**config.mk**
```make
export PLATFORM = sky130hd
export DESIGN_NAME = datetime_add_seconds_unit
export DESIGN_NICKNAME = d
export VERILOG_FILES = /design/src/hdl/dtas_pkg.sv /design/src/hdl/datetime_add_seconds_unit.sv /design/src/hdl/dtas_alu.sv /design/src/hdl/dtas_cal.sv
export VERILOG_INCLUDE_DIRS = /design/src /design/src/hdl
export SDC_FILE = /design/constraint.sdc
export NUM_CORES = 1
export LEC_CHECK = 0
export BUFFER_PORTS_ARGS = -buffer_cell sky130_fd_sc_hd__buf_2
export CORE_UTILIZATION = 60
export DETAILED_ROUTE_END_ITERATION = 8
export HOLD_SLACK_MARGIN = 0.12
export PLACE_DENSITY_LB_ADDON = 0.2
export SLEW_MARGIN = 10
export SYNTH_ARGS = -nofsm -noshare
export SYNTH_HDL_FRONTEND = slang
export SYNTH_SLANG_ARGS = --single-unit
```
**constraint.sdc**
```tcl
create_clock -name clk -period 13.7 [get_ports clk]
set_clock_uncertainty 0.2 [all_clocks]
set_input_delay 2.055 -clock clk [delete_from_list [all_inputs] [get_ports clk]]
set_output_delay 2.055 -clock clk [all_outputs]
set_load 0.005 [all_outputs]
```
**src/hdl/datetime_add_seconds_unit_assert.svh**
```systemverilog
// assertion macros for the date and time adder
`ifndef DATETIME_ADD_SECONDS_UNIT_ASSERT_SVH
`define DATETIME_ADD_SECONDS_UNIT_ASSERT_SVH

`ifndef SYNTHESIS

// same-cycle implication, clocked on clk, off while in reset
`define DTAS_ASSERT_IMP(lbl, ante, cons) \
  lbl: assert property (@(posedge clk) disable iff (!rst_n) (ante) |-> (cons)) \
    else $error("datetime_add_seconds_unit: assertion failed");

// next-cycle implication, clocked on clk, off while in reset
`define DTAS_ASSERT_NXT(lbl, ante, cons) \
  lbl: assert property (@(posedge clk) disable iff (!rst_n) (ante) |=> (cons)) \
    else $error("datetime_add_seconds_unit: assertion failed");

`else

`define DTAS_ASSERT_IMP(lbl, ante, cons)
`define DTAS_ASSERT_NXT(lbl, ante, cons)

`endif

`endif

```
**src/hdl/dtas_pkg.sv**
```systemverilog
`default_nettype none

package dtas_pkg;

  localparam int TOD_W  = 17;
  localparam int T_W    = 34;
  localparam int YEAR_W = 17;
  localparam int YMOD_W = 9;
  localparam int K_W    = 3;

  localparam int SECS_PER_DAY  = 86400;
  localparam int SECS_PER_HOUR = 3600;
  localparam int SECS_PER_MIN  = 60;
  localparam int YEAR_CYCLE    = 400;

  localparam logic [31:0] MAX_YEAR = 32'd65535;

  localparam logic [K_W-1:0] MOD_K_FIRST  = K_W'(7);
  localparam logic [K_W-1:0] HOUR_K_FIRST = K_W'(4);
  localparam logic [K_W-1:0] MIN_K_FIRST  = K_W'(5);

  localparam logic [YMOD_W-1:0] YMOD_LAST = YMOD_W'(YEAR_CYCLE - 1);
  localparam logic [YMOD_W-1:0] YMOD_C100 = YMOD_W'(100);
  localparam logic [YMOD_W-1:0] YMOD_C200 = YMOD_W'(200);
  localparam logic [YMOD_W-1:0] YMOD_C300 = YMOD_W'(300);

  localparam logic [3:0] MON_JAN = 4'd1;
  localparam logic [3:0] MON_FEB = 4'd2;
  localparam logic [3:0] MON_APR = 4'd4;
  localparam logic [3:0] MON_JUN = 4'd6;
  localparam logic [3:0] MON_SEP = 4'd9;
  localparam logic [3:0] MON_NOV = 4'd11;
  localparam logic [3:0] MON_DEC = 4'd12;

  typedef enum logic [2:0] {
    ST_IDLE,
    ST_SUM,
    ST_MOD,
    ST_DAY,
    ST_HOUR,
    ST_MIN,
    ST_DONE
  } st_t;

  typedef struct packed {
    logic load;
    logic mod_load;
    logic fwd;
    logic back;
  } cal_ctrl_t;

  typedef struct packed {
    logic [5:0]  pad;
    logic [31:0] offset_seconds;
    logic [5:0]  start_second;
    logic [5:0]  start_minute;
    logic [4:0]  start_hour;
    logic [15:0] start_year;
    logic [3:0]  start_month;
    logic [4:0]  start_day;
  } in_data_t;

  typedef struct packed {
    logic [5:0]  pad;
    logic [5:0]  result_second;
    logic [5:0]  result_minute;
    logic [4:0]  result_hour;
    logic [15:0] result_year;
    logic [3:0]  result_month;
    logic [4:0]  result_day;
  } out_data_t;

  function automatic logic [4:0] month_len(logic [3:0] month, logic leap);
    logic [4:0] len;
    unique case (month) inside
      MON_FEB:                            len = leap ? 5'd29 : 5'd28;
      MON_APR, MON_JUN, MON_SEP, MON_NOV: len = 5'd30;
      default:                            len = 5'd31;
    endcase
    return len;
  endfunction

endpackage

`default_nettype wire

```
**src/hdl/datetime_add_seconds_unit.sv**
```systemverilog
// sequence: after an input transfer the states SUM, MOD, DAY, HOUR, MIN and DONE run in
// order, DAY repeating once per whole day stepped; one shared 34-bit adder does the offset
// sum and the mod, day, hour and minute steps; in_tready is high only when idle,
// also while a finished result still waits in the output register
// reset: synchronous active-low rst_n clears the sequencer and out_tvalid; no clearing pass
`default_nettype none
`include "datetime_add_seconds_unit_assert.svh"

module datetime_add_seconds_unit #(
  parameter logic [31:0] MAX_YEAR = dtas_pkg::MAX_YEAR
) (
  input  wire logic        clk,
  input  wire logic        rst_n,
  input  wire logic        in_tvalid,
  output logic             in_tready,
  // start_day, start_month, start_year, start_hour, start_minute, start_second,
  // offset_seconds
  input  wire logic [79:0] in_tdata,
  output logic             out_tvalid,
  input  wire logic        out_tready,
  // result_day, result_month, result_year, result_hour, result_minute, result_second
  output logic      [47:0] out_tdata
);

  localparam int T_W    = dtas_pkg::T_W;
  localparam int TOD_W  = dtas_pkg::TOD_W;
  localparam int K_W    = dtas_pkg::K_W;

  dtas_pkg::st_t       state_r, state_nxt;
  dtas_pkg::in_data_t  in_data;
  dtas_pkg::out_data_t out_data;
  dtas_pkg::cal_ctrl_t cal_ctrl;

  logic [K_W-1:0]   k_r, k_nxt;
  logic [T_W-1:0]   t_r, t_nxt;
  logic [31:0]      off_r, off_nxt;
  logic [TOD_W-1:0] work_r, work_nxt;
  logic [4:0]       hour_r, hour_nxt;
  logic [5:0]       min_r, min_nxt;
  logic             out_tvalid_r;
  logic [47:0]      out_tdata_r;
  logic             out_load;

  logic [T_W-1:0]   alu_a, alu_b, alu_sum;
  logic             alu_sub, alu_neg;
  logic [TOD_W-1:0] tod0;

  logic [4:0]       cal_day;
  logic [3:0]       cal_month;
  logic [15:0]      cal_year;

  assign in_data   = dtas_pkg::in_data_t'(in_tdata);
  assign in_tready = (state_r == dtas_pkg::ST_IDLE);

  assign tod0 = TOD_W'(in_data.start_hour) * TOD_W'(dtas_pkg::SECS_PER_HOUR) +
                TOD_W'(in_data.start_minute) * TOD_W'(dtas_pkg::SECS_PER_MIN) +
                TOD_W'(in_data.start_second);

  dtas_alu u_alu (
    .a   (alu_a),
    .b   (alu_b),
    .sub (alu_sub),
    .sum (alu_sum),
    .neg (alu_neg)
  );

  dtas_cal #(
    .MAX_YEAR (MAX_YEAR)
  ) u_cal (
    .clk         (clk),
    .ctrl        (cal_ctrl),
    .start_day   (in_data.start_day),
    .start_month (in_data.start_month),
    .start_year  (in_data.start_year),
    .mod_val     (work_nxt[dtas_pkg::YMOD_W-1:0]),
    .day         (cal_day),
    .month       (cal_month),
    .year        (cal_year)
  );

  always_comb begin
    state_nxt = state_r;
    unique case (state_r)
      dtas_pkg::ST_IDLE: if (in_tvalid) state_nxt = dtas_pkg::ST_SUM;
      dtas_pkg::ST_SUM:  state_nxt = dtas_pkg::ST_MOD;
      dtas_pkg::ST_MOD:  if (k_r == '0) state_nxt = dtas_pkg::ST_DAY;
      dtas_pkg::ST_DAY:  if (!t_r[T_W-1] && alu_neg) state_nxt = dtas_pkg::ST_HOUR;
      dtas_pkg::ST_HOUR: if (k_r == '0) state_nxt = dtas_pkg::ST_MIN;
      dtas_pkg::ST_MIN:  if (k_r == '0) state_nxt = dtas_pkg::ST_DONE;
      dtas_pkg::ST_DONE: if (!out_tvalid_r || out_tready) state_nxt = dtas_pkg::ST_IDLE;
      default:           state_nxt = dtas_pkg::ST_IDLE;
    endcase
  end

  always_comb begin
    t_nxt    = t_r;
    off_nxt  = off_r;
    work_nxt = work_r;
    k_nxt    = k_r;
    hour_nxt = hour_r;
    min_nxt  = min_r;
    alu_a    = t_r;
    alu_b    = '0;
    alu_sub  = 1'b0;
    cal_ctrl = '0;
    out_load = 1'b0;
    unique case (state_r)
      dtas_pkg::ST_IDLE: begin
        if (in_tvalid) begin
          t_nxt         = T_W'(tod0);
          off_nxt       = in_data.offset_seconds;
          work_nxt      = TOD_W'(in_data.start_year);
          k_nxt         = dtas_pkg::MOD_K_FIRST;
          cal_ctrl.load = 1'b1;
        end
      end
      dtas_pkg::ST_SUM: begin
        alu_b = {{(T_W-32){off_r[31]}}, off_r};
        t_nxt = alu_sum;
      end
      dtas_pkg::ST_MOD: begin
        // restoring reduction of the year mod 400
        alu_a   = T_W'(work_r);
        alu_b   = T_W'(dtas_pkg::YEAR_CYCLE) << k_r;
        alu_sub = 1'b1;
        if (!alu_neg) work_nxt = alu_sum[TOD_W-1:0];
        k_nxt = k_r - K_W'(1);
        if (k_r == '0) cal_ctrl.mod_load = 1'b1;
      end
      dtas_pkg::ST_DAY: begin
        alu_b   = T_W'(dtas_pkg::SECS_PER_DAY);
        alu_sub = !t_r[T_W-1];
        if (t_r[T_W-1]) begin
          t_nxt         = alu_sum;
          cal_ctrl.back = 1'b1;
        end else if (!alu_neg) begin
          t_nxt        = alu_sum;
          cal_ctrl.fwd = 1'b1;
        end else begin
          work_nxt = t_r[TOD_W-1:0];
          k_nxt    = dtas_pkg::HOUR_K_FIRST;
        end
      end
      dtas_pkg::ST_HOUR: begin
        alu_a   = T_W'(work_r);
        alu_b   = T_W'(dtas_pkg::SECS_PER_HOUR) << k_r;
        alu_sub = 1'b1;
        if (!alu_neg) work_nxt = alu_sum[TOD_W-1:0];
        hour_nxt = {hour_r[3:0], !alu_neg};
        k_nxt    = (k_r == '0) ? dtas_pkg::MIN_K_FIRST : k_r - K_W'(1);
      end
      dtas_pkg::ST_MIN: begin
        alu_a   = T_W'(work_r);
        alu_b   = T_W'(dtas_pkg::SECS_PER_MIN) << k_r;
        alu_sub = 1'b1;
        if (!alu_neg) work_nxt = alu_sum[TOD_W-1:0];
        min_nxt = {min_r[4:0], !alu_neg};
        k_nxt   = k_r - K_W'(1);
      end
      dtas_pkg::ST_DONE: begin
        out_load = !out_tvalid_r || out_tready;
      end
      default: ;
    endcase
  end

  always_comb begin
    out_data               = '0;
    out_data.result_day    = cal_day;
    out_data.result_month  = cal_month;
    out_data.result_year   = cal_year;
    out_data.result_hour   = hour_r;
    out_data.result_minute = min_r;
    out_data.result_second = work_r[5:0];
  end

  always_ff @(posedge clk) begin
    if (!rst_n) begin
      state_r      <= dtas_pkg::ST_IDLE;
      out_tvalid_r <= 1'b0;
    end else begin
      state_r <= state_nxt;
      if (out_load) begin
        out_tvalid_r <= 1'b1;
      end else if (out_tready) begin
        out_tvalid_r <= 1'b0;
      end
    end
  end

  always_ff @(posedge clk) begin
    k_r    <= k_nxt;
    t_r    <= t_nxt;
    off_r  <= off_nxt;
    work_r <= work_nxt;
    hour_r <= hour_nxt;
    min_r  <= min_nxt;
    if (out_load) out_tdata_r <= out_data;
  end

  assign out_tvalid = out_tvalid_r;
  assign out_tdata  = out_tdata_r;

  `DTAS_ASSERT_NXT(a_busy_after_transfer, in_tvalid && in_tready, !in_tready)
  `DTAS_ASSERT_IMP(a_day_after_mod, state_r == dtas_pkg::ST_DAY && $past(state_r) == dtas_pkg::ST_MOD, $past(k_r) == '0)
  `DTAS_ASSERT_IMP(a_hour_rem_range, state_r == dtas_pkg::ST_HOUR, work_r < TOD_W'(dtas_pkg::SECS_PER_DAY))
  `DTAS_ASSERT_IMP(a_min_rem_range, state_r == dtas_pkg::ST_MIN, work_r < TOD_W'(dtas_pkg::SECS_PER_HOUR))

endmodule

`default_nettype wire

```
**src/hdl/dtas_alu.sv**
```systemverilog
`default_nettype none

module dtas_alu (
  input  wire logic [dtas_pkg::T_W-1:0] a,
  input  wire logic [dtas_pkg::T_W-1:0] b,
  input  wire logic                     sub,
  output logic      [dtas_pkg::T_W-1:0] sum,
  output logic                          neg
);

  always_comb begin
    sum = a + (sub ? ~b : b) + dtas_pkg::T_W'(sub);
    neg = sum[dtas_pkg::T_W-1];
  end

endmodule

`default_nettype wire

```
**src/hdl/dtas_cal.sv**
```systemverilog
`default_nettype none

module dtas_cal #(
  parameter logic [31:0] MAX_YEAR = dtas_pkg::MAX_YEAR
) (
  input  wire logic                          clk,
  input  wire dtas_pkg::cal_ctrl_t           ctrl,
  input  wire logic [4:0]                    start_day,
  input  wire logic [3:0]                    start_month,
  input  wire logic [15:0]                   start_year,
  input  wire logic [dtas_pkg::YMOD_W-1:0]   mod_val,
  output logic      [4:0]                    day,
  output logic      [3:0]                    month,
  output logic      [15:0]                   year
);

  logic [4:0]                  day_r, day_nxt;
  logic [3:0]                  month_r, month_nxt;
  logic [dtas_pkg::YEAR_W-1:0] year_r, year_nxt;
  logic [dtas_pkg::YMOD_W-1:0] ymod_r, ymod_nxt;
  logic                        leap;
  logic [5:0]                  day_inc;
  logic [4:0]                  month_inc;

  // year mod 400 tracks the leap rule
  assign leap = (ymod_r[1:0] == 2'd0) && (ymod_r != dtas_pkg::YMOD_C100) &&
                (ymod_r != dtas_pkg::YMOD_C200) && (ymod_r != dtas_pkg::YMOD_C300);

  assign day_inc   = {1'b0, day_r} + 6'd1;
  assign month_inc = {1'b0, month_r} + 5'd1;

  always_comb begin
    day_nxt   = day_r;
    month_nxt = month_r;
    year_nxt  = year_r;
    ymod_nxt  = ymod_r;
    if (ctrl.load) begin
      day_nxt   = start_day;
      month_nxt = start_month;
      year_nxt  = dtas_pkg::YEAR_W'(start_year);
    end else if (ctrl.mod_load) begin
      ymod_nxt = mod_val;
    end else if (ctrl.fwd) begin
      if (day_inc > {1'b0, dtas_pkg::month_len(month_r, leap)}) begin
        day_nxt = 5'd1;
        if (month_inc > {1'b0, dtas_pkg::MON_DEC}) begin
          month_nxt = dtas_pkg::MON_JAN;
          if (32'(year_r) < MAX_YEAR) begin
            year_nxt = year_r + dtas_pkg::YEAR_W'(1);
            ymod_nxt = (ymod_r == dtas_pkg::YMOD_LAST) ? '0 : ymod_r + dtas_pkg::YMOD_W'(1);
          end
        end else begin
          month_nxt = month_inc[3:0];
        end
      end else begin
        day_nxt = day_inc[4:0];
      end
    end else if (ctrl.back) begin
      if (day_r <= 5'd1) begin
        if (month_r <= dtas_pkg::MON_JAN) begin
          month_nxt = dtas_pkg::MON_DEC;
          // no year before 1
          if (year_r <= dtas_pkg::YEAR_W'(1)) begin
            year_nxt = dtas_pkg::YEAR_W'(1);
            ymod_nxt = dtas_pkg::YMOD_W'(1);
          end else begin
            year_nxt = year_r - dtas_pkg::YEAR_W'(1);
            ymod_nxt = (ymod_r == '0) ? dtas_pkg::YMOD_LAST : ymod_r - dtas_pkg::YMOD_W'(1);
          end
        end else begin
          month_nxt = month_r - 4'd1;
        end
        day_nxt = dtas_pkg::month_len(month_nxt, leap);
      end else begin
        day_nxt = day_r - 5'd1;
      end
    end
  end

  always_ff @(posedge clk) begin
    day_r   <= day_nxt;
    month_r <= month_nxt;
    year_r  <= year_nxt;
    ymod_r  <= ymod_nxt;
  end

  assign day   = day_r;
  assign month = month_r;
  assign year  = year_r[15:0];

endmodule

`default_nettype wire
```
# Yosys cells after proc, flatten, opt, wreduce, memory -nomap -nowiden

Cells that the tools add are included.

Register bits: 178
Input bits: 84
Output and inout port bits: 50

Add/sub/neg operators: 13
Multipliers: 2
$lt $le $gt $ge: 6
Eq/ne operators: 40
Shift operators: 3
Muxes and demuxes: 82
Bitwise gates (word level): 3
Reduce and logical (&&, ||, !) cells: 40

Operators by type and width:

| operator                                                                 | count |
|---|---|
| 17-bit 2-to-1 mux                                                        | 12 |
| 34-bit one-hot mux with 5 select lines                                   | 1 |
| 34-bit 2-to-1 mux                                                        | 4 |
| 34-bit one-hot mux with 3 select lines                                   | 1 |
| 9-bit 2-to-1 mux                                                         | 11 |
| 4-bit 2-to-1 mux                                                         | 13 |
| 17-bit one-hot mux with 3 select lines                                   | 1 |
| 5-bit 2-to-1 mux                                                         | 9 |
| 34-bit by 1-bit adder with 34-bit output                                 | 1 |
| 34-bit adder                                                             | 1 |
| 34-bit NOT                                                               | 1 |
| 12-bit by 3-bit left shift with 34-bit output (first input constant)     | 1 |
| 6-bit by 3-bit left shift with 34-bit output (first input constant)      | 1 |
| 9-bit by 3-bit left shift with 34-bit output (first input constant)      | 1 |
| 33-bit 2-to-1 mux                                                        | 1 |
| 16-bit 2-to-1 mux                                                        | 2 |
| 3-bit 2-to-1 mux                                                         | 10 |
| 3-bit nonzero test                                                       | 8 |
| 3-bit one-hot mux with 7 select lines                                    | 1 |
| 7-bit AND reduction                                                      | 3 |
| 5-bit one-hot mux with 2 select lines                                    | 2 |
| 2-bit inequality test (second input constant)                            | 9 |
| 3-bit by 1-bit inequality test with 1-bit output (second input constant) | 6 |
| 17-bit by 1-bit adder with 17-bit output (second input constant)         | 1 |
| 51 further kinds                                                         | 88 |

# Logic depth before layout (Yosys ltp)

Gate-level depths: netlist (run 1).

Word-level depth: 21
Gate-level depth with buffers: 21
Gate-level depth less buffers: 19

# Modules after synthesis

A second synthesis (run 1) with hierarchy kept.

Cell total of the unflattened synthesis: 1,429
Area, all modules: 13,531.7 sq um

Modules (own cells, without submodules):

| module                    | instances | cells each | area an instance (sq um) | seq. area each (sq um) |
|---|---|---|---|---|
| datetime_add_seconds_unit | 1         | 700        | 7,808.7                  | 4,164.0 |
| dtas_cal                  | 1         | 435        | 3,578.4                  | 1,041.0 |
| dtas_alu                  | 1         | 294        | 2,144.6                  | 0.0 |

# Worst setup path before layout (run 1)

OpenSTA, ideal clock, no wires.

Path kind: flip-flop to flip-flop
Start point: register state_r[1]
End point: register t_r[0] (enable)
Setup time: 464 ps
Data arrival time: 5,841 ps
Required time: 13,036 ps
Setup slack: 7,195 ps
Cell stages (with the launch flop): 19
Path buffers: 5
Period minus slack after synthesis: 6,505 ps
Path through: dfxtp_1 -> clkbuf_1 -> inv_1 -> nand2_1 -> o21ai_0 -> clkbuf_1 -> clkbuf_1 -> nand2_1 -> nand2_1 -> ha_1 -> nand2_1 -> o21ai_0 -> a21oi_1 -> a211oi_4 -> nor3_2 -> and2_1 -> clkbuf_1 -> clkbuf_1 -> nor3_1

Longest elaborated chain between the ends: 8
Elaborated cells on any way between the ends: 18
Those cells by class: add/sub: 2; eq/ne: 7; mux: 4; bitwise: 1; reduce/logical: 4

RTL lines:

| item                                                                                          | line                                             | text |
|---|---|---|
| start: declaration                                                                            | datetime_add_seconds_unit.sv:29                  | `dtas_pkg::st_t state_r, state_nxt;` |
| start signal: assignment                                                                      | datetime_add_seconds_unit.sv:179                 | `state_r <= dtas_pkg::ST_IDLE;` |
| start signal: assignment                                                                      | datetime_add_seconds_unit.sv:182                 | `state_r <= state_nxt;` |
| 3-bit == test (tied with other cells)                                                         | datetime_add_seconds_unit.sv:107                 | `unique case (state_r)` |
| 3-bit OR reduction (no line) / 34-bit one-hot mux with 5 select lines (equally long branches) | -                                                |  |
| 1-bit one-hot mux with 2 select lines / 34-bit NOT (equally long branches)                    | datetime_add_seconds_unit.sv:107, dtas_alu.sv:12 |  |
| 34-bit 2-to-1 mux                                                                             | dtas_alu.sv:12                                   | `sum = a + (sub ? ~b : b) + dtas_pkg::T_W'(sub);` |
| 34-bit adder                                                                                  | dtas_alu.sv:12                                   |  |
| 34-bit by 1-bit adder with 34-bit output                                                      | dtas_alu.sv:12                                   |  |
| 3-bit inequality test (no line)                                                               | -                                                |  |
| 3-bit AND reduction (no line) *                                                               | -                                                |  |
| end signal: assignment                                                                        | datetime_add_seconds_unit.sv:193                 | `t_r <= t_nxt;` |
| end: declaration                                                                              | datetime_add_seconds_unit.sv:35                  | `logic [T_W-1:0] t_r, t_nxt;` |

Every way passes the cells marked *; elsewhere a longest branch is shown, timed or not.
A chain may end at the register's enable or synchronous reset.

# Worst setup path in the final report (run 1)

Start point: register state_r[2]
End point: register u_cal.ymod_r[4] (netlist bit), data pin

Elaborated cells on any way between the ends: 24
Those cells by class: add/sub: 2; eq/ne: 5; mux: 14; bitwise: 1; reduce/logical: 2

RTL lines:

| item                                                                                          | line                                             | text |
|---|---|---|
| 3-bit == test (tied with other cells)                                                         | datetime_add_seconds_unit.sv:107                 |  |
| 3-bit OR reduction (no line) / 34-bit one-hot mux with 5 select lines (equally long branches) | -                                                |  |
| 1-bit one-hot mux with 2 select lines / 34-bit NOT (equally long branches)                    | datetime_add_seconds_unit.sv:107, dtas_alu.sv:12 |  |
| 34-bit 2-to-1 mux                                                                             | dtas_alu.sv:12                                   |  |
| 34-bit adder                                                                                  | dtas_alu.sv:12                                   |  |
| 34-bit by 1-bit adder with 34-bit output                                                      | dtas_alu.sv:12                                   |  |
| 17-bit 2-to-1 mux                                                                             | datetime_add_seconds_unit.sv:136                 | `end else if (!alu_neg) begin` |
| 17-bit 2-to-1 mux                                                                             | datetime_add_seconds_unit.sv:133                 | `if (t_r[T_W-1]) begin` |
| 17-bit one-hot mux with 3 select lines *                                                      | datetime_add_seconds_unit.sv:107                 |  |
| via u_cal.mod_val, one bit                                                                    | dtas_cal.sv:11                                   | `input wire logic [dtas_pkg::YMOD_W-1:0] mod_val,` |
| 9-bit 2-to-1 mux *                                                                            | dtas_cal.sv:41                                   | `end else if (ctrl.mod_load) begin` |
| end signal: assignment                                                                        | dtas_cal.sv:84                                   | `ymod_r <= ymod_nxt;` |
| end: declaration                                                                              | dtas_cal.sv:20                                   | `logic [dtas_pkg::YMOD_W-1:0] ymod_r, ymod_nxt;` |

Mark *: on every way through the listed nets, which the timed path passes. The rest lies on a longest branch. The select of a mux whose other input is x is not followed.

==> impl_metrics.py, run 1 <==
metrics = {
    "outcome": {
        "outcome": "completed",
    },
    "detailed_routing": {
        "wl_met1_mm": 13.8,
        "vias": 11000,
        "drtAntennaViolNets": 0,
        "wire_per_inst_um": 18.4,
        "highest_layer": "met4",
        "drt-initial-drc-count": 1048,
        "drc": 0,
        "first_pass_iters": 6,
        "drt_wl_total_mm": 32.7,
        "post_drt_via_cell_ratio": 6.21,
        "met3_wirelength_mm": 2.31,
        "met2WireLength_mm": 15.5,
    },
    "yosys": {
        "yosysTopAreaCellShare_pct": 37.7,
        "ys_warn_count": 0,
        "synth_area_mm2": 0.0131,
        "yosysSeqAreaShare_pct": 39.8,
        "synth.most_common_cell": "nand2_1",
        "yosys-top-cells-area": "edfxtp_1 38%, ha_1 9.6%, nand2_1 5.0%, a21oi_1 4.1%, o21ai_0 3.6%",
        "synthAdderAreaFrac_pct": 12.1,
        "synth_edf_count": 164,
        "synthTopCellsByCount": "175 x nand2_1, 164 x edfxtp_1, 108 x a21oi_1, 108 x nor2_1, 100 x ha_1",
        "yosys.area.top_type": "edfxtp_1",
        "synth-seq-cells": 178,
        "async_flop_share_pct": 0,
        "syn_inst": 1412,
        "syn_area_per_cell_um2": 9.26,
        "synthMuxAreaShare_pct": 0.919,
        "synth_top_family_by_area": "compound AO/OA/AOI/OAI gates",
        "synth-xor-area-share_pct": 5.09,
        "synth_compound_area_share_pct": 21.0,
        "yosys.area_share.simple_pct": 16.2,
        "yosysUniqueCellTypes": 83,
        "synth-main-ff-cell": "edfxtp_1",
    },
    "pwr": {
        "comb_power_share_pct": 56.2,
        "p_int_mw": 1.70,
        "leakage_nw": 6.04,
        "p_switching_mw": 1.42,
        "p_seq_share_pct": 29.3,
        "pwr_density_cell_mw_per_mm2": 218,
        "irDropWorstVdd_mv": 0.137,
        "swShare_pct": 45.5,
        "p_total_mw": 3.13,
        "clock_power_share_pct": 14.5,
    },
    "clocking": {
        "cts_root_buf": "clkbuf_16",
        "htreeDepth": 4,
        "cts_tree": "yes",
        "cts_hold_buf": 0,
        "cts_buffer_depth": 2,
        "clk_pin_slew_worst_paths_ns": 0.07,
        "insertion_delay_ns": 0.44,
        "post_cts_resized": 0,
        "cts_buffers": 17,
        "cts_setup_buffers": 0,
        "clkSinkCount": 178,
    },
    "worst_setup_path": {
        "slowest_stage": "dfxtp_1",
        "crit_required_ns": 13.69,
        "crit_family": "simple AND/OR/NAND/NOR gates",
        "rr_endpoint": "u_cal.ymod_r[4]",
        "path_buf_inv": 0,
        "worstReg2RegStart": "state_r[2]",
        "r2r_cells": 16,
        "path_max_fanout": 38,
        "rrSetupSlack_ns": 6.87,
        "slowest_delay_ns": 0.80,
        "critPathLaunchType": "flip-flop",
        "path_depth": 16,
        "arrival_ns": 6.82,
        "path_class": "reg2reg",
        "end_kind": "flip-flop",
        "path_cells": "nand2b_1 > nor2_1 > nor2_4 > nor2_1 > a22oi_1 > xnor2_1 > ha_1 > nand2_1 > o21ai_0 > a2111oi_4 > a211oi_4 > nor3_2 > or2_1 > nor2_1 > a2111o_1 > a221o_1",
        "crit_start": "state_r[2]",
        "crit_top_cell": "nor2_1",
        "cp-endpoint": "u_cal.ymod_r[4]",
    },
    "hold_path": {
        "hp-class": "reg2reg",
        "worstHoldStart": "min_r[5]",
    },
    "timing": {
        "hold_viol": 0,
        "setup_violations": 0,
        "maxSlewViolCount": 0,
        "fin_crit_ns": 6.83,
        "tightest_slew_ns": 1.21,
        "hold-worst-slack_ns": 0.221,
        "relSlewSlack_pct": 19.3,
        "fin_tns_setup_ns": 0,
        "grt_setup_unrepaired": "false",
        "fmax_ghz": 0.146,
        "fin_ws_ns": 6.87,
        "finalCritPeriodShare_pct": 49.9,
    },
    "floorplanning": {
        "dieArea_mm2": 0.0224,
        "initial_core_util_pct": 61.6,
        "die_y_um": 150,
        "rows": 53,
        "ios": 134,
        "die_w_um": 150,
        "core_mm2": 0.0212,
    },
    "layout": {
        "nets": 1686,
        "syn2layout_area_growth_pct": 9.71,
        "final_util_pct": 67.6,
        "layout-drive-gt1-share_pct": 12.7,
    },
    "global_route": {
        "grt_pass1_vias": 10000,
        "antenna_found_initial": 1,
        "grt_use_total_pct": 29.5,
        "grt_overflow": 0,
        "grt_max_degree": 66,
        "grt_pass1_wl_mm": 51.3,
    },
    "placed_design": {
        "dp_slack_ns": 7.01,
        "hpwl_mm": 23.6,
        "numPortBuffers": 121,
        "place_congestion": 0.930,
    },
    "flow_run": {
        "maxCapViolCount": 0,
    },
}
per-stage QoR:
step / instance area [um2] / cells
after detailed placement: 13800 / 1742
after global placement: 13800 / 1742
final: 14300 / 1775
after global routing: 14300 / 1775
after floorplan: 13100 / 1417
after CTS: 14300 / 1774
placed cells by master, fill, tap and decap left out, types with 10 or more instances in the layout:
master | netlist | routed
clkbuf_16 | 0 | 17
edfxtp_1 | 164 | 164
nor2_1 | 108 | 106
dfxtp_1 | 14 | 14
mux2i_1 | 12 | 12
nand3_1 | 32 | 32
ha_1 | 100 | 100
or3_1 | 10 | 10
inv_1 | 70 | 69
a21o_1 | 38 | 38
o21ai_0 | 94 | 93
fa_1 | 16 | 16
o31ai_1 | 12 | 12
and3_1 | 12 | 12
o211ai_1 | 13 | 13
and2_1 | 30 | 30
nand2b_1 | 15 | 15
buf_2 | 4 | 121
a31oi_1 | 16 | 16
nor3_1 | 39 | 38
xor2_1 | 27 | 27
buf_4 | 6 | 12
o21bai_1 | 13 | 13
a21oi_1 | 108 | 108
nand2_1 | 175 | 175
xnor2_1 | 49 | 49
power groups by stage:
stage                     Sequential [mW]  Clock [mW]  Combinational, mW
final                               0.916       0.454               1.76
after global routing                0.931       0.477               1.95
after CTS                           0.911       0.461               1.73
after detailed placement            0.922           0               1.72
after global placement              0.916           0               1.69
after floorplan                     0.866           0               1.37
worst reg2reg max path: cells and delay by family, from the launching register on:
kind | cells | cell delay [ns]
fa+ha+maj | 1 | 0.39
simple gates | 8 | 3.21
compound gates | 6 | 1.89
xor+xnor | 1 | 0.12
flops | 1 | 0.80
worst min-delay path by stage:
stage | to | cells after the start
global route | out_tdata[35] | 0
floorplan | out_tdata[29] | 0
CTS | out_tdata[35] | 0
detailed placement | out_tdata[35] | 0
global placement | out_tdata[29] | 0
finish | out_tdata[35] | 0
logic make-up after synthesis:
logic type	Yosys count
and+or+nand+nor	462
AOI/OAI and AO/OA	413
DFF	178
buffers and inverters	153
adders and majority gates	117
xor gates and xnor gates	76
muxes	12
other	1
metal layers:
metal,track usage (%),vias to the layer above
met5,0,-
met4,14.2,0
met3,3.78,66
met2,47.3,472
met1,39.6,5192
li1,-,5298
layout make-up:
cell class / count / area (um2)
antenna: 1 / 2.50
clock buffer: 19 / 433
clock inverter: 13 / 103
fill: 1770 / 6880
inverter: 70 / 263
multi-input combinational: 1086 / 7300
sequential: 178 / 5200
tap: 275 / 344
timing repair buffer: 133 / 696
flip-flops by register name (all words and copies together), names as in the netlist:
name	cells
off_r	32
work_r	17
out_tdata	42
out_tvalid	1
u_cal.year_r	17
min_r	6
u_cal.month	4
hour_r	5
k_r	3
u_cal.ymod_r	9
u_cal.day	5
state_r	3
t_r	34
Note: power is estimated with default switching activity, not from simulation.
==> inputs of run 2 (changes only) <==
Settings changed: ABC_AREA set to 1, CORE_UTILIZATION 60 to 55.
Clock period 13.7 ns to 5.6 ns, I/O delays scaled along.
==> impl_metrics.py, run 2 <==
metrics = {
    "floorplanning": {
        "die_w_um": 157,
        "dieArea_mm2": 0.0247,
        "ios": 134,
        "initial_core_util_pct": 56.2,
        "die_y_um": 157,
        "rows": 56,
        "core_mm2": 0.0235,
    },
    "detailed_routing": {
        "wire_per_inst_um": 16.3,
        "drc": 0,
        "post_drt_via_cell_ratio": 5.55,
        "first_pass_iters": 6,
        "drt-initial-drc-count": 1040,
        "drt_wl_total_mm": 34.6,
        "drtAntennaViolNets": 0,
        "vias": 11800,
    },
    "yosys": {
        "synth-seq-cells": 178,
        "synth_area_mm2": 0.0132,
        "synth-main-ff-cell": "edfxtp_1",
        "yosys-top-cells-area": "edfxtp_1 37%, nand2_1 12%, ha_1 9.5%, inv_1 5.8%, nor2_1 4.7%",
        "ys_warn_count": 0,
        "syn_inst": 1672,
        "yosys.area.top_type": "edfxtp_1",
        "yosysSeqAreaShare_pct": 39.3,
        "syn_area_per_cell_um2": 7.91,
        "async_flop_share_pct": 0,
        "synthTopCellsByCount": "437 x nand2_1, 203 x inv_1, 164 x edfxtp_1, 164 x nor2_1, 110 x o21ai_0",
        "yosysUniqueCellTypes": 57,
        "synth.most_common_cell": "nand2_1",
        "yosysTopAreaCellShare_pct": 37.2,
        "synth_edf_count": 164,
    },
    "global_route": {
        "grt_use_total_pct": 28.7,
        "antenna_found_initial": 0,
        "grt_max_degree": 43,
        "grt_pass1_wl_mm": 54.5,
        "grt_overflow": 0,
        "grt_pass1_vias": 10900,
    },
    "pwr": {
        "p_switching_mw": 4.93,
        "pwr_density_cell_mw_per_mm2": 650,
        "comb_power_share_pct": 63.5,
        "leakage_nw": 6.87,
        "clock_power_share_pct": 12.8,
        "p_int_mw": 4.66,
        "irDropWorstVdd_mv": 0.316,
        "p_seq_share_pct": 23.7,
        "swShare_pct": 51.4,
    },
    "placed_design": {
        "hpwl_mm": 26.5,
        "place_congestion": 0.998,
        "dp.cells": 2088,
        "numPortBuffers": 121,
        "place_area_mm2": 0.0142,
    },
    "clocking": {
        "cts_hold_buf": 0,
        "cts_buffers": 17,
        "cts_tree": "yes",
        "htreeDepth": 4,
        "clkSinkCount": 178,
        "clk_pin_slew_worst_paths_ns": 0.07,
        "post_cts_resized": 0,
        "cts_root_buf": "clkbuf_16",
        "cts_buffer_depth": 2,
        "cts_setup_buffers": 0,
        "insertion_delay_ns": 0.44,
    },
    "worst_setup_path": {
        "crit_start": "state_r[1]",
        "path_cells": "nand2_1 > nand2_2 > nand2_4 > nor2_1 > inv_1 > o311ai_0 > xor2_1 > ha_1 > nand2_1 > nor2_1 > inv_1 > nor2_1 > nand2_1 > nor2_1 > nand2_2 > nand3_2 > nand2_2 > nand2_4 > nand2_4 > nand2_1 > buf_4 > o21ai_0 > nor2_1 > buf_12",
        "critPathLaunchType": "flip-flop",
        "crit_required_ns": 5.55,
        "slowest_stage": "dfxtp_1",
        "arrival_ns": 4.96,
        "crit_top_cell": "nor2_1",
        "path_buf_inv": 4,
        "slowest_delay_ns": 0.59,
        "end_kind": "flip-flop",
        "crit_family": "simple AND/OR/NAND/NOR gates",
        "path_class": "reg2reg",
        "worstReg2RegStart": "state_r[1]",
        "path_max_fanout": 16,
    },
    "outcome": {
        "outcome": "completed",
    },
    "timing": {
        "setup_violations": 0,
        "maxSlewViolCount": 0,
        "tightest_slew_ns": 0.893,
        "relSlewSlack_pct": 40.1,
        "fin_tns_setup_ns": 0,
        "finalCritPeriodShare_pct": 89.4,
        "fin_crit_ns": 5.01,
        "grt_setup_unrepaired": "false",
        "fmax_ghz": 0.200,
        "hold_viol": 0,
    },
    "layout": {
        "stdcell_count": 2120,
        "regArea_mm2": 0.00520,
        "fin_area_mm2": 0.0148,
        "n_fill_cell": 2110,
        "multiInputGateArea_mm2": 0.00701,
        "layout-drive-gt1-share_pct": 11.4,
        "syn2layout_area_growth_pct": 11.6,
        "largest_reg_flops": 42,
        "layout_commonest_cell": "nand2_1",
        "nets": 1988,
        "diodes": 0,
        "final_util_pct": 62.7,
        "mostFrequentLayoutCells": "437 x nand2_1, 202 x inv_1, 164 x nor2_1, 164 x edfxtp_1, 121 x buf_2",
    },
    "hold_path": {
        "hp-class": "reg2reg",
        "worstHoldStart": "hour_r[4]",
    },
    "flow_run": {
        "maxCapViolCount": 0,
    },
}
-- run 2: cell types whose count changed after synthesis, sizes merged, moves of 30 or more --
cell,delta
inv,+139
nand3,+52
a21o,-37
clkbuf,-35
and2,-30
nor2,+60
nand2,+274
-- run 2: kinds of logic (layout without fill, tap and decap cells) --
| family | Yosys count | count (layout) | synth area share (%) |
|---|---|---|---|
| compound gates | 278 | 278 | 11.9 |
| mux | 2 | 2 | 0.161 |
| other cells | 1 | 6 | 0.0283 |
| buf+inv | 259 | 383 | 7.87 |
| flops | 178 | 178 | 39.3 |
| simple gates | 773 | 773 | 24.6 |
| xor+xnor | 65 | 65 | 4.30 |
| fa+ha+maj | 116 | 116 | 11.9 |
-- run 2: per-stage QoR --
stage	power [mW]	worst slack, ns	hold WS (ns)
4_1_cts	9.52	0.644	0.229
6_report	9.59	0.592	0.228
2_1_floorplan	6.67	0.817	0.200
5_1_grt	10.4	0.155	0.230
3_3_place_gp	8.16	0.420	0.203
3_5_place_dp	8.26	0.316	0.212
-- run 2: layer usage --
| layer | part of all wire [%] | routed length (um) | global-route usage [%] | vias to the layer above |
|---|---|---|---|---|
| li1 | - | - | - | 5823 |
| met4 | 2.9 | 1010 | 10.3 | 0 |
| met5 | 0 | 0 | 0 | - |
| met1 | 42 | 14600 | 35.7 | 5447 |
| met3 | 5.6 | 1960 | 3.77 | 71 |
| met2 | 49 | 17100 | 50.9 | 429 |
-- run 2: area by class of cell --
cell class | count | area share, %
flip-flops and latches | 178 | 35.3
inverters | 211 | 5.38
multi-input cells | 1240 | 47.5
clock inverters | 15 | 1.14
repair buffers | 140 | 5.15
well taps | 319 | 2.70
clock buffers | 17 | 2.88
-- run 2: path summary, 6_finish.rpt --
path | to | slack, ns | cells past startpoint
max | u_cal.year_r[10] | 0.59 | 24
min | out_tdata[29] | 0.23 | 0
max reg2reg | u_cal.year_r[10] | 0.59 | 24
min reg2reg | out_tdata[29] | 0.23 | 0
-- run 2: power by group through the flow --
stage	Sequential [mW]	Clock, mW	Combinational [mW]
after global placement	2.29	0	5.87
after detailed placement	2.30	0	5.96
after CTS	2.27	1.24	6.01
final	2.27	1.23	6.09
after global routing	2.31	1.29	6.77
after floorplan	2.20	0	4.47
==> inputs of run 3 (changes only) <==
Settings changed: CELL_PAD_IN_SITES_DETAIL_PLACEMENT set to 1, CELL_PAD_IN_SITES_GLOBAL_PLACEMENT set to 2, CORE_UTILIZATION 55 to 32.
==> impl_metrics.py, run 3 (synthesis gave the netlist of run 2 again) <==
metrics = {
    "detailed_routing": {
        "first_pass_iters": 7,
        "post_drt_via_cell_ratio": 4.91,
        "drt_wl_total_mm": 41.1,
        "drc": 0,
        "wire_per_inst_um": 17.6,
        "vias": 11500,
        "drt-initial-drc-count": 529,
        "drtAntennaViolNets": 0,
    },
    "global_route": {
        "grt_pass1_vias": 11900,
        "met1_usage_pct": 25.1,
        "grt_use_met2_pct": 36.6,
        "grt_pass1_wl_mm": 65.3,
        "grt_max_degree": 43,
        "antenna_found_initial": 0,
        "grt_use_met3_pct": 1.93,
        "grt_use_total_pct": 20.2,
        "grt_overflow": 0,
        "busiest_layer": "met2",
    },
    "floorplanning": {
        "ios": 134,
        "die_y_um": 205,
        "initial_core_util_pct": 32.4,
        "core_mm2": 0.0408,
        "die_w_um": 205,
        "rows": 74,
        "dieArea_mm2": 0.0422,
    },
    "placed_design": {
        "place_area_mm2": 0.0145,
        "dp.cells": 2306,
        "hpwl_mm": 32.6,
        "place_congestion": 0.860,
        "numPortBuffers": 121,
    },
    "worst_setup_path": {
        "crit_top_cell": "nand2_1",
        "path_class": "reg2reg",
        "end_kind": "flip-flop",
        "path_cells": "nor2_1 > nand2_1 > inv_1 > nand2_1 > o21ai_0 > a31oi_1 > xor2_1 > ha_1 > a21oi_1 > a21oi_1 > nor2_1 > nand2_1 > nand2_1 > nand4_2 > nand2_4 > nand2_4 > buf_4 > nand3_1 > inv_1 > nand2_1 > nor2_1 > nor2_1 > nand2_1",
        "crit_required_ns": 5.62,
        "slowest_delay_ns": 0.61,
        "path_max_fanout": 12,
        "critPathLaunchType": "flip-flop",
        "arrival_ns": 4.98,
        "slowest_stage": "dfxtp_1",
    },
    "timing": {
        "hold-worst-slack_ns": 0.235,
        "finalCritPeriodShare_pct": 88.6,
        "tightest_slew_ns": 0.922,
        "fmax_ghz": 0.202,
        "hold_viol": 0,
        "maxSlewViolCount": 0,
        "setup_violations": 0,
        "fin_tns_setup_ns": 0,
        "relSlewSlack_pct": 38.2,
        "fin_crit_ns": 4.96,
        "grt_setup_unrepaired": "false",
    },
    "pwr": {
        "p_seq_share_pct": 23.2,
        "p_int_mw": 4.75,
        "swShare_pct": 52.0,
        "comb_power_share_pct": 63.6,
        "p_total_mw": 9.89,
        "clock_power_share_pct": 13.3,
        "p_switching_mw": 5.14,
        "irDropWorstVdd_mv": 0.259,
        "leakage_nw": 6.93,
        "pwr_density_cell_mw_per_mm2": 653,
    },
    "hold_path": {
        "hp-class": "reg2reg",
    },
    "clocking": {
        "insertion_delay_ns": 0.47,
        "cts_tree": "yes",
        "htreeDepth": 4,
        "cts_setup_buffers": 0,
        "cts_buffer_depth": 2,
        "clkSinkCount": 178,
        "cts_root_buf": "clkbuf_16",
        "clk_pin_slew_worst_paths_ns": 0.08,
        "cts_buffers": 17,
    },
    "layout": {
        "layout-drive-gt1-share_pct": 11.7,
        "largest_reg_flops": 42,
        "n_fill_cell": 4978,
        "nets": 1993,
        "syn2layout_area_growth_pct": 14.5,
        "mostFrequentLayoutCells": "437 x nand2_1, 202 x inv_1, 164 x nor2_1, 164 x edfxtp_1, 121 x buf_2",
        "diodes": 0,
        "layout_commonest_cell": "nand2_1",
        "stdcell_count": 2338,
        "fin_area_mm2": 0.0151,
    },
    "outcome": {
        "outcome": "completed",
    },
    "flow_run": {
        "maxCapViolCount": 0,
    },
}
-- run 3: cell count changes in the layout (fill, tap and decap cells not counted) --
cell / change
buf_12: +3
inv_6: +2
clkinv_4: -1
nor2_2: -1
bufinv_16: +1
nor2_4: +1
clkinv_1: -1
clkinv_8: +1
clkinvlp_4: -2
buf_4: +2
-- run 3: metrics by stage --
step	setup WS (ns)	util (%)
5_1_grt	0.0463	37.1
4_1_cts	0.498	37.1
3_5_place_dp	0.267	35.5
2_1_floorplan	0.817	-
6_report	0.640	37.1
3_3_place_gp	0.355	35.5
-- run 3: final timing paths --
| kind | end | cells after the start | slack [ns] | start |
|---|---|---|---|---|
| max | u_cal.ymod_r[4] | 23 | 0.64 | state_r[1] |
| min | out_tdata[29] | 0 | 0.23 | hour_r[4] |
| max reg2reg | u_cal.ymod_r[4] | 23 | 0.64 | state_r[1] |
| min reg2reg | out_tdata[29] | 0 | 0.23 | hour_r[4] |
-- run 3: power groups by stage --
stage / logic (mW) / registers (mW) / clock network, mW
final: 6.29 / 2.29 / 1.31
after global placement: 6.28 / 2.31 / 0
after floorplan: 4.47 / 2.20 / 0
after detailed placement: 6.36 / 2.32 / 0
after global routing: 7.15 / 2.34 / 1.39
after CTS: 6.41 / 2.29 / 1.35
-- run 3: cell type report --
type / count / area, um2 / share of cell area [%]
sequential: 178 / 5200 / 34.4
inverter: 211 / 795 / 5.25
clock buffer: 17 / 425 / 2.81
timing repair buffer: 145 / 836 / 5.52
multi-input combinational: 1240 / 7020 / 46.3
tap: 532 / 666 / 4.39
clock inverter: 15 / 204 / 1.35
-- run 3: timing repair --
item	CTS	global route
resized for setup	0	1
hold buffers	0	0
endpoints found under the setup margin	0	32
-- run 3: worst max-delay path: cells and delay by family, from the launching register on --
kind                       cells  cell delay, ns
and+or+nand+nor               14            1.94
AOI/OAI and AO/OA              4            0.76
DFF                            1            0.61
buffers and inverters          3            0.61
adders and majority gates      1            0.32
xor gates and xnor gates       1            0.25
-- run 3: per-layer routing --
metal,wire length (um),vias up
li1,-,5830
met1,18800,5490
met2,20800,128
met3,786,33
met4,659,0
met5,0,-
